### config.mk
export PLATFORM = sky130hd
export DESIGN_NAME = m4xf_operand_sel
export DESIGN_NICKNAME = d
export VERILOG_FILES = /design/src/hdl/m4xf_pkg.sv /design/src/hdl/m4xf_operand_sel.sv
export SDC_FILE = /design/constraint.sdc
export NUM_CORES = 1
export LEC_CHECK = 0
export BUFFER_PORTS_ARGS = -buffer_cell sky130_fd_sc_hd__buf_2
export CORE_AREA = 2 2 502 504
export DETAILED_ROUTE_END_ITERATION = 10
export DIE_AREA = 0 0 504 506
export GPL_ROUTABILITY_DRIVEN = 1
export GPL_TIMING_DRIVEN = 0
export MAX_ROUTING_LAYER = met4
export SLEW_MARGIN = 20
export SYNTH_ARGS = -nofsm -noshare
export SYNTH_HDL_FRONTEND = slang
export SYNTH_SLANG_ARGS = --single-unit
### constraint.sdc
create_clock -name aclk -period 43.1 [get_ports aclk]
set_clock_uncertainty 0.15 [all_clocks]
set_input_delay 4.31 -clock aclk [delete_from_list [all_inputs] [get_ports aclk]]
set_output_delay 4.31 -clock aclk [all_outputs]
set_load 0.005 [all_outputs]
### src/hdl/m4xf_pkg.sv
// Shared types, widths, command codes and matrix helpers for the 4x4 transform engine.
package m4xf_pkg;

    // Fixed-point format of every element, matrix entry and result component.
    localparam int FRAC_BITS = 16;
    localparam int FIX_W     = 32;
    localparam int PROD_W    = 2 * FIX_W;      // one full product
    localparam int PAIR_W    = PROD_W + 1;     // sum of two products
    localparam int ACC_W     = PROD_W + 2;     // sum of four products
    localparam int CMD_W     = 2;

    // Configuration register file: eight 64-bit words, two entries per word.
    localparam int NUM_CFG   = 8;
    localparam int CFG_SEL_W = $clog2(NUM_CFG);
    localparam int CFG_IDX_W = CFG_SEL_W + 1;  // one extra bit so out-of-range writes are seen
    localparam int CFG_W     = 2 * FIX_W;

    localparam logic [CMD_W-1:0] CMD_VEC4  = 2'd0;
    localparam logic [CMD_W-1:0] CMD_POINT = 2'd1;
    localparam logic [CMD_W-1:0] CMD_ROW   = 2'd2;

    localparam logic [FIX_W-1:0] ONE_FIX  = FIX_W'(1) << FRAC_BITS;
    localparam logic [ACC_W-1:0] HALF_ACC = ACC_W'(1) << (FRAC_BITS - 1);

    typedef logic signed [FIX_W-1:0]  fix_t;
    typedef logic signed [PROD_W-1:0] prod_t;
    typedef logic signed [PAIR_W-1:0] pair_t;
    typedef logic signed [ACC_W-1:0]  acc_t;
    typedef logic [CFG_W-1:0]         cfg_word_t;

    typedef cfg_word_t mat_regs_t [NUM_CFG];
    typedef fix_t      vec4_t     [4];
    typedef fix_t      mat4_t     [4][4];
    typedef prod_t     prod_mat_t [4][4];
    typedef pair_t     pair_mat_t [4][2];

    // Word index and half for matrix entry (row, col).
    function automatic fix_t mat_entry(input mat_regs_t regs, input int row, input int col);
        cfg_word_t w;
        w = regs[(row % 4) * 2 + ((col / 2) % 2)];
        return (col % 2 == 1) ? fix_t'(w[CFG_W-1:FIX_W]) : fix_t'(w[FIX_W-1:0]);
    endfunction

    // Reset contents of word idx: identity matrix.
    function automatic cfg_word_t mat_reset_word(input int idx);
        cfg_word_t w;
        int        r;
        w = '0;
        for (r = 0; r < 4; r++) begin
            if (r * 2 + (r / 2) == idx) begin
                if (r % 2 == 1) begin
                    w[CFG_W-1:FIX_W] = ONE_FIX;
                end else begin
                    w[FIX_W-1:0] = ONE_FIX;
                end
            end
        end
        return w;
    endfunction

endpackage

### src/hdl/m4xf_operand_sel.sv
// Stage 1: register the vector and pick the matrix operands for each result lane.
module m4xf_operand_sel (
    input  logic                        aclk,
    input  logic                        aresetn,
    input  m4xf_pkg::mat_regs_t         mat_regs,
    input  logic                        in_valid,
    output logic                        in_ready,
    input  logic [m4xf_pkg::CMD_W-1:0]  in_command,
    input  m4xf_pkg::vec4_t             in_elem,
    output logic                        out_valid,
    input  logic                        out_ready,
    output m4xf_pkg::mat4_t             out_a,
    output m4xf_pkg::vec4_t             out_v
);
    import m4xf_pkg::*;

    logic  valid_reg;
    logic  valid_next;
    mat4_t a_reg;
    mat4_t a_next;
    vec4_t v_reg;
    vec4_t v_next;
    logic  load;

    assign load     = !valid_reg || out_ready;
    assign in_ready = load;

    always_comb begin
        for (int k = 0; k < 4; k++) begin
            v_next[k] = in_elem[k];
        end
        // point: w is one
        if (in_command == CMD_POINT) begin
            v_next[3] = fix_t'(ONE_FIX);
        end
        for (int i = 0; i < 4; i++) begin
            for (int k = 0; k < 4; k++) begin
                if (in_command == CMD_ROW) begin
                    a_next[i][k] = mat_entry(mat_regs, k, i);
                end else if (in_command == CMD_POINT && i == 3) begin
                    a_next[i][k] = '0;
                end else begin
                    a_next[i][k] = mat_entry(mat_regs, i, k);
                end
            end
        end
        valid_next = in_valid;
    end

    always_ff @(posedge aclk) begin
        if (!aresetn) begin
            valid_reg <= 1'b0;
        end else if (load) begin
            valid_reg <= valid_next;
        end
    end

    always_ff @(posedge aclk) begin
        if (load) begin
            a_reg <= a_next;
            v_reg <= v_next;
        end
    end

    assign out_valid = valid_reg;
    assign out_a     = a_reg;
    assign out_v     = v_reg;

endmodule

==> flow_summary.yaml <==
run_status:
  status: "finished clean"
synthesis:
  synth_xor_area_frac: 0.000343
  synth_area_um2: 25500
  synth_seq_cells: 641
  synth_cell_types: 20
  netlist.area_leader.share: 0.754
  syn_inst: 1231
  yosysTopAreaCell: "edfxtp_1"
  yosysWarnings: 0
  synth_fa_ha_area_frac: 0
  yosysSeqAreaShare: 0.754
  ys_top_cells_by_area: "edfxtp_1, mux2_4, mux2_2, mux2i_1, o2bb2ai_1"
  synth-compound-area-share: 0.0333
  yosys.area_share.simple: 0.0172
  syn_area_per_cell_um2: 20.7
  synth_mux_area_frac: 0.176
  synth_fp_nets: 1877
  synth_top_family_by_area: "multiplexers"
die:
  design.die.area_um2: 255000
  num_rows: 184
  start_util: 0.102
  die-width_um: 504
  dieHeight_um: 506
  core-area_um2: 250000
  ios: 1288
sta:
  finalHoldViolations: 0
  rsz0062_at_grt: "false"
  worst-slew-pin-transition_ns: 1.01
  timing.fmax_ghz: 0.105
  setup_tns_ns: 0
  slew-limit-headroom: 0.324
  min_period_ns: 9.52
  finalSetupViolCount: 0
  fin_crit_sh: 0.221
  slew_violations: 0
critical_path:
  critPathTopFamily: "simple AND/OR/NAND/NOR gates"
  arrival_ns: 5.06
  critical_path_buf_inv_count: 2
  crit_top_cell: "buf_2"
  cp_max_fo: 30
  max_stage_delay_ns: 0.45
  end_kind: "primary output"
  start_kind: "input pin"
  crit_chain: "buf_2, nand2b_4, buf_2"
  crit_required_ns: 38.64
  cp-startpoint: "out_ready"
  slowest_stage: "nand2b_4"
  r2r-start: "out_valid"
  worstSetupPathType: "in2out"
worst_hold_path:
  hold_path.startpoint: "out_valid"
  hold_path.class: "reg2reg"
clock_tree:
  htree_levels: 3
  postCtsResizedCells: 0
  cts_tree: "built"
  clock_sinks: 641
  cts_buffers: 90
  cts_buffer_depth: 3
  path_clk_slew_ns: 0.05
  hold_buffers: 0
  post_cts_buffers: 0
  insertion_delay_ns: 0.71
  clockRootBuffer: "clkbuf_16"
route:
  postRouteAntennaNets: 0
  routed_via_density: 3.11
  routed_wirelength_mm: 202
  wl_per_cell_um: 33.0
  drt_iter0_drc: 1184
  drc: 0
  vias: 19100
  dr.pass1.iters: 5
final_layout:
  most-common-layout-cells: "buf_2, edfxtp_1, mux2_4"
  final_nets: 3271
  drive_above_1_share: 0.661
  layout_commonest_cell: "buf_2"
  area.growth.synth_to_final_pct: 55.9
  ff_latch_area_um2: 19200
  n_fill_cell: 27800
  fin_cells: 6118
  multiInputGateArea_um2: 5800
power:
  power.total_uw: 1810
  ir_drop_uv: 28.6
  power_density_nw_per_um2: 45.6
  power.leakage_uw: 0.0164
global_routing:
  grt_max_degree: 57
  grt_pass1_wl_mm: 243
  overflow: 0
  grt_pass1_vias: 19300
  track_usage: 0.157
  antenna_found_initial: 214
place:
  dpl.hpwl_mm: 174
  dpl.cell_count: 5881
  gp_congestion: 0.945
  portBuffers: 1285
job:
  max_cap_viol_count: 0
==> Yosys cell counts (all sizes together) <==
master and instances:
inv 1, a22o 31, xnor2 1, edfxtp 640, dfxtp 1, o2bb2ai 65
a21boi 1, buf 49, nand2b 4, mux2i 65, and2 64, clkbuf 20
nor2b 1, mux2 288
==> layer usage <==
metal  wire, µm  global-route usage  vias up
met1      72600               0.162     9419
li1           -                   -     7837
met4       7430              0.0440        0
met5          0                   -        -
met2      90300               0.243     1435
met3      31500               0.104      366
==> worst paths after layout <==
path              slack (ns)          to  cells after the start
setup / recovery       33.58    in_ready                      3
hold / removal          0.82   out_valid                      2
setup reg to reg       40.24  out_a[169]                      6
hold reg to reg         0.82   out_valid                      2
==> power by group <==
| group | internal (µW) | switching, µW | leakage [µW] |
|---|---|---|---|
| sequential | 748 | 15.3 | 0.00672 |
| clock | 454 | 335 | 0.00147 |
| combinational | 96.3 | 163 | 0.00824 |
==> metrics by stage <==
stage                     instance area (µm²)  utilization  hold slack (ns)  setup slack [ns]
final                                   39800        0.159            0.822             33.58
after global routing                    39700        0.159            0.880             33.53
after CTS                               39600        0.158            0.822             33.57
after detailed placement                36500        0.146            0.829             33.56
after global placement                  36100        0.144             4.34              7.78
after floorplan                         25500            -             4.26             19.05
==> cells by family after synthesis <==
logic type	count (synthesis)
DFF	641
muxes	353
AOI/OAI and AO/OA	97
buffers and inverters	70
and+or+nand+nor	69
xor gates and xnor gates	1
==> final cells by class <==
type,count,share of cell area
sequential,641,0.484
timing repair buffer,1302,0.172
multi-input combinational,520,0.146
tap,3348,0.105
clock buffer,102,0.0588
clock inverter,65,0.0177
buffer,69,0.0119
antenna,70,0.00441
inverter,1,0.0000944
==> worst register-to-register path, cell delays in order (launching register included) <==
cell and delay [ns]:
dfxtp_1 0.33, nand2b_4 0.42, buf_16 0.30, buf_12 0.29
buf_16 0.31, buf_16 0.36, buf_16 0.30
==> state kept, by name, summed over array words and instances, names as in the netlist <==
name	count
out_a	512
out_v	128
out_valid	1
No activity file was read; power rests on OpenSTA's default activity.
