$ cat config.mk
export PLATFORM = sky130hd
export DESIGN_NAME = m4xf_reduce
export DESIGN_NICKNAME = d
export VERILOG_FILES = /design/src/hdl/m4xf_pkg.sv /design/src/hdl/m4xf_reduce.sv
export SDC_FILE = /design/constraint.sdc
export NUM_CORES = 2
export LEC_CHECK = 0
export BUFFER_PORTS_ARGS = -buffer_cell sky130_fd_sc_hd__buf_2
export CAP_MARGIN = 20
export CORE_AREA = 2 2 457 459
export DETAILED_ROUTE_END_ITERATION = 6
export DIE_AREA = 0 0 459 461
export PLACE_DENSITY = 0.48
export SLEW_MARGIN = 15
export SYNTH_ARGS = -nofsm -noshare
export SYNTH_HDL_FRONTEND = slang
export SYNTH_SLANG_ARGS = --single-unit
$ cat constraint.sdc
create_clock -name aclk -period 22.1 [get_ports aclk]
set_input_delay 3.315 -clock aclk [delete_from_list [all_inputs] [get_ports aclk]]
set_output_delay 3.315 -clock aclk [all_outputs]
set_load 0.1 [all_outputs]
$ cat src/hdl/m4xf_pkg.sv
// Shared types, widths, command codes and matrix helpers for the 4x4 transform engine.
package m4xf_pkg;

    // Fixed-point format of every element, matrix entry and result component.
    localparam int FRAC_BITS = 16;
    localparam int FIX_W     = 32;
    localparam int PROD_W    = 2 * FIX_W;      // one full product
    localparam int PAIR_W    = PROD_W + 1;     // sum of two products
    localparam int ACC_W     = PROD_W + 2;     // sum of four products
    localparam int CMD_W     = 2;

    // Configuration register file: eight 64-bit words, two entries per word.
    localparam int NUM_CFG   = 8;
    localparam int CFG_SEL_W = $clog2(NUM_CFG);
    localparam int CFG_IDX_W = CFG_SEL_W + 1;  // one extra bit so out-of-range writes are seen
    localparam int CFG_W     = 2 * FIX_W;

    localparam logic [CMD_W-1:0] CMD_VEC4  = 2'd0;
    localparam logic [CMD_W-1:0] CMD_POINT = 2'd1;
    localparam logic [CMD_W-1:0] CMD_ROW   = 2'd2;

    localparam logic [FIX_W-1:0] ONE_FIX  = FIX_W'(1) << FRAC_BITS;
    localparam logic [ACC_W-1:0] HALF_ACC = ACC_W'(1) << (FRAC_BITS - 1);

    typedef logic signed [FIX_W-1:0]  fix_t;
    typedef logic signed [PROD_W-1:0] prod_t;
    typedef logic signed [PAIR_W-1:0] pair_t;
    typedef logic signed [ACC_W-1:0]  acc_t;
    typedef logic [CFG_W-1:0]         cfg_word_t;

    typedef cfg_word_t mat_regs_t [NUM_CFG];
    typedef fix_t      vec4_t     [4];
    typedef fix_t      mat4_t     [4][4];
    typedef prod_t     prod_mat_t [4][4];
    typedef pair_t     pair_mat_t [4][2];

    // Word index and half for matrix entry (row, col).
    function automatic fix_t mat_entry(input mat_regs_t regs, input int row, input int col);
        cfg_word_t w;
        w = regs[(row % 4) * 2 + ((col / 2) % 2)];
        return (col % 2 == 1) ? fix_t'(w[CFG_W-1:FIX_W]) : fix_t'(w[FIX_W-1:0]);
    endfunction

    // Reset contents of word idx: identity matrix.
    function automatic cfg_word_t mat_reset_word(input int idx);
        cfg_word_t w;
        int        r;
        w = '0;
        for (r = 0; r < 4; r++) begin
            if (r * 2 + (r / 2) == idx) begin
                if (r % 2 == 1) begin
                    w[CFG_W-1:FIX_W] = ONE_FIX;
                end else begin
                    w[FIX_W-1:0] = ONE_FIX;
                end
            end
        end
        return w;
    endfunction

endpackage

$ cat src/hdl/m4xf_reduce.sv
// Stages 3 and 4: pairwise add, final add with round half up, saturate to 32 bits.
module m4xf_reduce (
    input  logic                  aclk,
    input  logic                  aresetn,
    input  logic                  in_valid,
    output logic                  in_ready,
    input  m4xf_pkg::prod_mat_t   in_prod,
    output logic                  out_valid,
    input  logic                  out_ready,
    output m4xf_pkg::vec4_t       out_res,
    output logic                  out_sat
);
    import m4xf_pkg::*;

    logic      pair_valid_reg;
    pair_mat_t pair_reg;
    pair_mat_t pair_next;
    logic      res_valid_reg;
    vec4_t     res_reg;
    vec4_t     res_next;
    logic      sat_reg;
    logic      sat_next;
    logic      pair_load;
    logic      res_load;
    acc_t      rnd [4];
    acc_t      shr [4];

    assign res_load  = !res_valid_reg || out_ready;
    assign pair_load = !pair_valid_reg || res_load;
    assign in_ready  = pair_load;

    always_comb begin
        for (int i = 0; i < 4; i++) begin
            for (int j = 0; j < 2; j++) begin
                pair_next[i][j] = pair_t'(in_prod[i][2*j]) + pair_t'(in_prod[i][2*j+1]);
            end
        end
    end

    // floor((sum + half) / 2^FRAC_BITS), clipped to the 32-bit signed range
    always_comb begin
        sat_next = 1'b0;
        for (int i = 0; i < 4; i++) begin
            rnd[i] = acc_t'(pair_reg[i][0]) + acc_t'(pair_reg[i][1]) + acc_t'(HALF_ACC);
            shr[i] = rnd[i] >>> FRAC_BITS;
            if (shr[i][ACC_W-1:FIX_W-1] == {(ACC_W-FIX_W+1){1'b0}} ||
                shr[i][ACC_W-1:FIX_W-1] == {(ACC_W-FIX_W+1){1'b1}}) begin
                res_next[i] = shr[i][FIX_W-1:0];
            end else if (shr[i][ACC_W-1]) begin
                res_next[i] = {1'b1, {(FIX_W-1){1'b0}}};
                sat_next    = 1'b1;
            end else begin
                res_next[i] = {1'b0, {(FIX_W-1){1'b1}}};
                sat_next    = 1'b1;
            end
        end
    end

    always_ff @(posedge aclk) begin
        if (!aresetn) begin
            pair_valid_reg <= 1'b0;
            res_valid_reg  <= 1'b0;
        end else begin
            if (pair_load) begin
                pair_valid_reg <= in_valid;
            end
            if (res_load) begin
                res_valid_reg <= pair_valid_reg;
            end
        end
    end

    always_ff @(posedge aclk) begin
        if (pair_load) begin
            pair_reg <= pair_next;
        end
        if (res_load) begin
            res_reg <= res_next;
            sat_reg <= sat_next;
        end
    end

    assign out_valid = res_valid_reg;
    assign out_res   = res_reg;
    assign out_sat   = sat_reg;

endmodule

==> out/results.txt <==
Top cell type's share of synthesized area - 31.4%
Top cell by count, worst path - buf_2
Slowest cell on the critical path - nor2b_1
Row count - 167
Min cycle time layout - 8.01 ns
Setup bufs post-CTS - 0
Post-CTS Hold Fix Bufs - 0
Fill cell count - 21200
Post-synthesis sequential area ratio - 31.4%
Vias in the first global route - 54000
Synth area leader - edfxtp_1
CP max stage delay - 0.48 ns
Detailed Route WL - 226000 um
Sink Count - 651
EDFF count, synth - 649
Most frequent cell after synthesis - ha_1
Die W - 459 um
GR Util met1 - 24.7%
Routing usage on met3 - 4.30%
Peak fanout along the critical path - 4
Crit Path Category - in -> out
Syn Inst Count - 6520
Unrepaired setup endpoints after global routing - false
Max Fclk - 125 MHz
Worst Skew - 0.0250 ns
Vias - 54500
VDD IR max - 152 uV
H-tree depth - 3
Design Area, Final - 73900 um^2
Die ar. - 212000 um^2
Max Cap Viol - 0
Max-slew headroom - 24.2%
Clock edge transition at the registers on the reported setup and hold paths - 0.06 ns
Number of I/O port buffers - 1158
Routed WL per cell - 21.6 um
Reg2Reg Setup Slack - 15.55 ns
Worst path cell trace - buf_2, nor2b_1, nand2_4, buf_2
Worst Max-Slew Pin Slew - 1.12 ns
First-pass GRT wire length - 331000 um
Hold Violations, Final - 0
First-pass iteration count of the detailed router - 6
Synth top cells by count - ha_1, a21oi_1, edfxtp_1
Initial antenna violation count - 90
CTS tree - yes
Ys Warns - 0
Post-route setup slack - 14.09 ns
DR DRC count - 0
Required @ worst endpoint - 18.78 ns
Overflow after GRT - 0
Startpoint types - input port
Die H - 461 um
Data arrival, critical path - 4.69 ns
Post-CTS Resized - 0
Post-DP Area - 71000 um^2
Syn avg cell area - 9.53 um^2
Root Driver - clkbuf_16
Max Root-Sink Buffers - 3
Post-place setup slack - 13.35 ns
Global Route met2 Usage - 36.4%
NumNets Final - 9706
DP HPWL - 193000 um
Area grow syn2layout - 19.0%
Min-delay worst type - reg -> reg
GRT Resource Usage Total - 20.5%
Gr busiest metal - met2
Routability Congestion - 0.970
Num CTS Buffers - 84
CP Capture Type - primary output
Total negative slack - 0 ns
Overall power - 8.19 mW
Routed Antenna Nets - 0
Later-pin clock latency in the skew report - 0.71 ns
Max reg flops - 520
Proportion of layout cells with a drive suffix above 1 - 17.7%
Number of top-level pins - 1159
Ys flop type - edfxtp_1
Synthesized flop and latch total - 651
Synth async-reset ratio - 0%
Final period util - 36.2%
P per Cell Area - 111 nW/um^2
Cell leakage power - 34.3 nW
Outcome - finished clean
Total nets after synthesis - 8576
Initial Utilization - 30.1%
Final core occ - 35.8%
Final-report setup violation count - 0
Unique masters post-synth - 89
Pin count of the biggest net entering global routing - 151
Final slew viol count - 0
Via/cell ratio - 5.22
Synthesized cell area - 62200 um^2
Synth top area cells - edfxtp_1, ha_1, xnor2_1
Core Footprint - 206000 um^2
DR iter-0 viols - 3235
[placed cells by master, fill, tap and decap left out, types with 35 or more instances in the layout]
master	instances
inv_1	216
and2_1	35
ha_1	1020
nand2b_1	94
buf_2	1158
and3_1	76
nor3_1	104
mux2i_1	90
clkbuf_16	87
o21ai_0	401
nor2_1	352
nand3_1	114
a21oi_1	692
edfxtp_1	649
nand4_1	127
nor2b_1	111
nand2_1	411
xor2_1	226
a31oi_1	56
a21o_1	448
xnor2_1	408
o21a_1	98
a211oi_1	50
o21bai_1	103
[where the power goes]
group	total (mW)	leakage [nW]	internal, mW	switching [mW]
logic	4.79	26.1	1.56	3.23
registers	1.97	6.86	1.81	0.163
clock network	1.43	1.35	0.842	0.586
total	8.19	34.3	4.21	3.98
[critical path: cells and delay by family]
family                 cells  cell delay (ns)
buffers and inverters      2             0.51
and+or+nand+nor            2             0.83
[per-layer routing]
layer	part of all wire [%]	wire length (um)
met3	5.5	12500
met4	3.0	6870
met1	42	95300
met2	49	111000
met5	0.15	349
[final cells by class]
class | instances | area [um^2] | share of cell area, %
Timing Repair Buffer | 1179 | 5980 | 8.08
Inverter | 217 | 820 | 1.11
Sequential cell | 651 | 19500 | 26.4
Clock buffer | 101 | 2230 | 3.02
Tap cell | 2704 | 3380 | 4.58
Clock inverter | 56 | 597 | 0.807
Multi-Input combinational cell | 5517 | 41300 | 55.9
Antenna cell | 29 | 72.6 | 0.0981
[path summary, 6_finish.rpt]
check | cells after the start | startpoint | end
max reg2reg | 20 | pair_reg[210] | out_res[49]
min | 1 | pair_valid_reg | out_valid
max | 4 | out_ready | in_ready
min reg2reg | 1 | pair_valid_reg | out_valid
[stage by stage]
step | instances | hold WS (ns)
after CTS | 10400 | 0.555
after global placement | 10300 | 0.529
final | 10500 | 0.555
after detailed placement | 10300 | 0.539
after floorplan | 6520 | 0.463
after global routing | 10400 | 0.570
[cells by family (layout without fill, tap and decap cells)]
kind of cell	Yosys count	count (layout)	synth area share, %
xor gates and xnor gates	634	634	8.93
muxes	99	99	1.63
adders and majority gates	1028	1028	20.8
DFF	651	651	31.4
and+or+nand+nor	1581	1581	12.7
AOI/OAI and AO/OA	2175	2175	22.4
buffers and inverters	352	1553	2.15
other	0	29	0
Note: power is estimated with default switching activity, not from simulation.
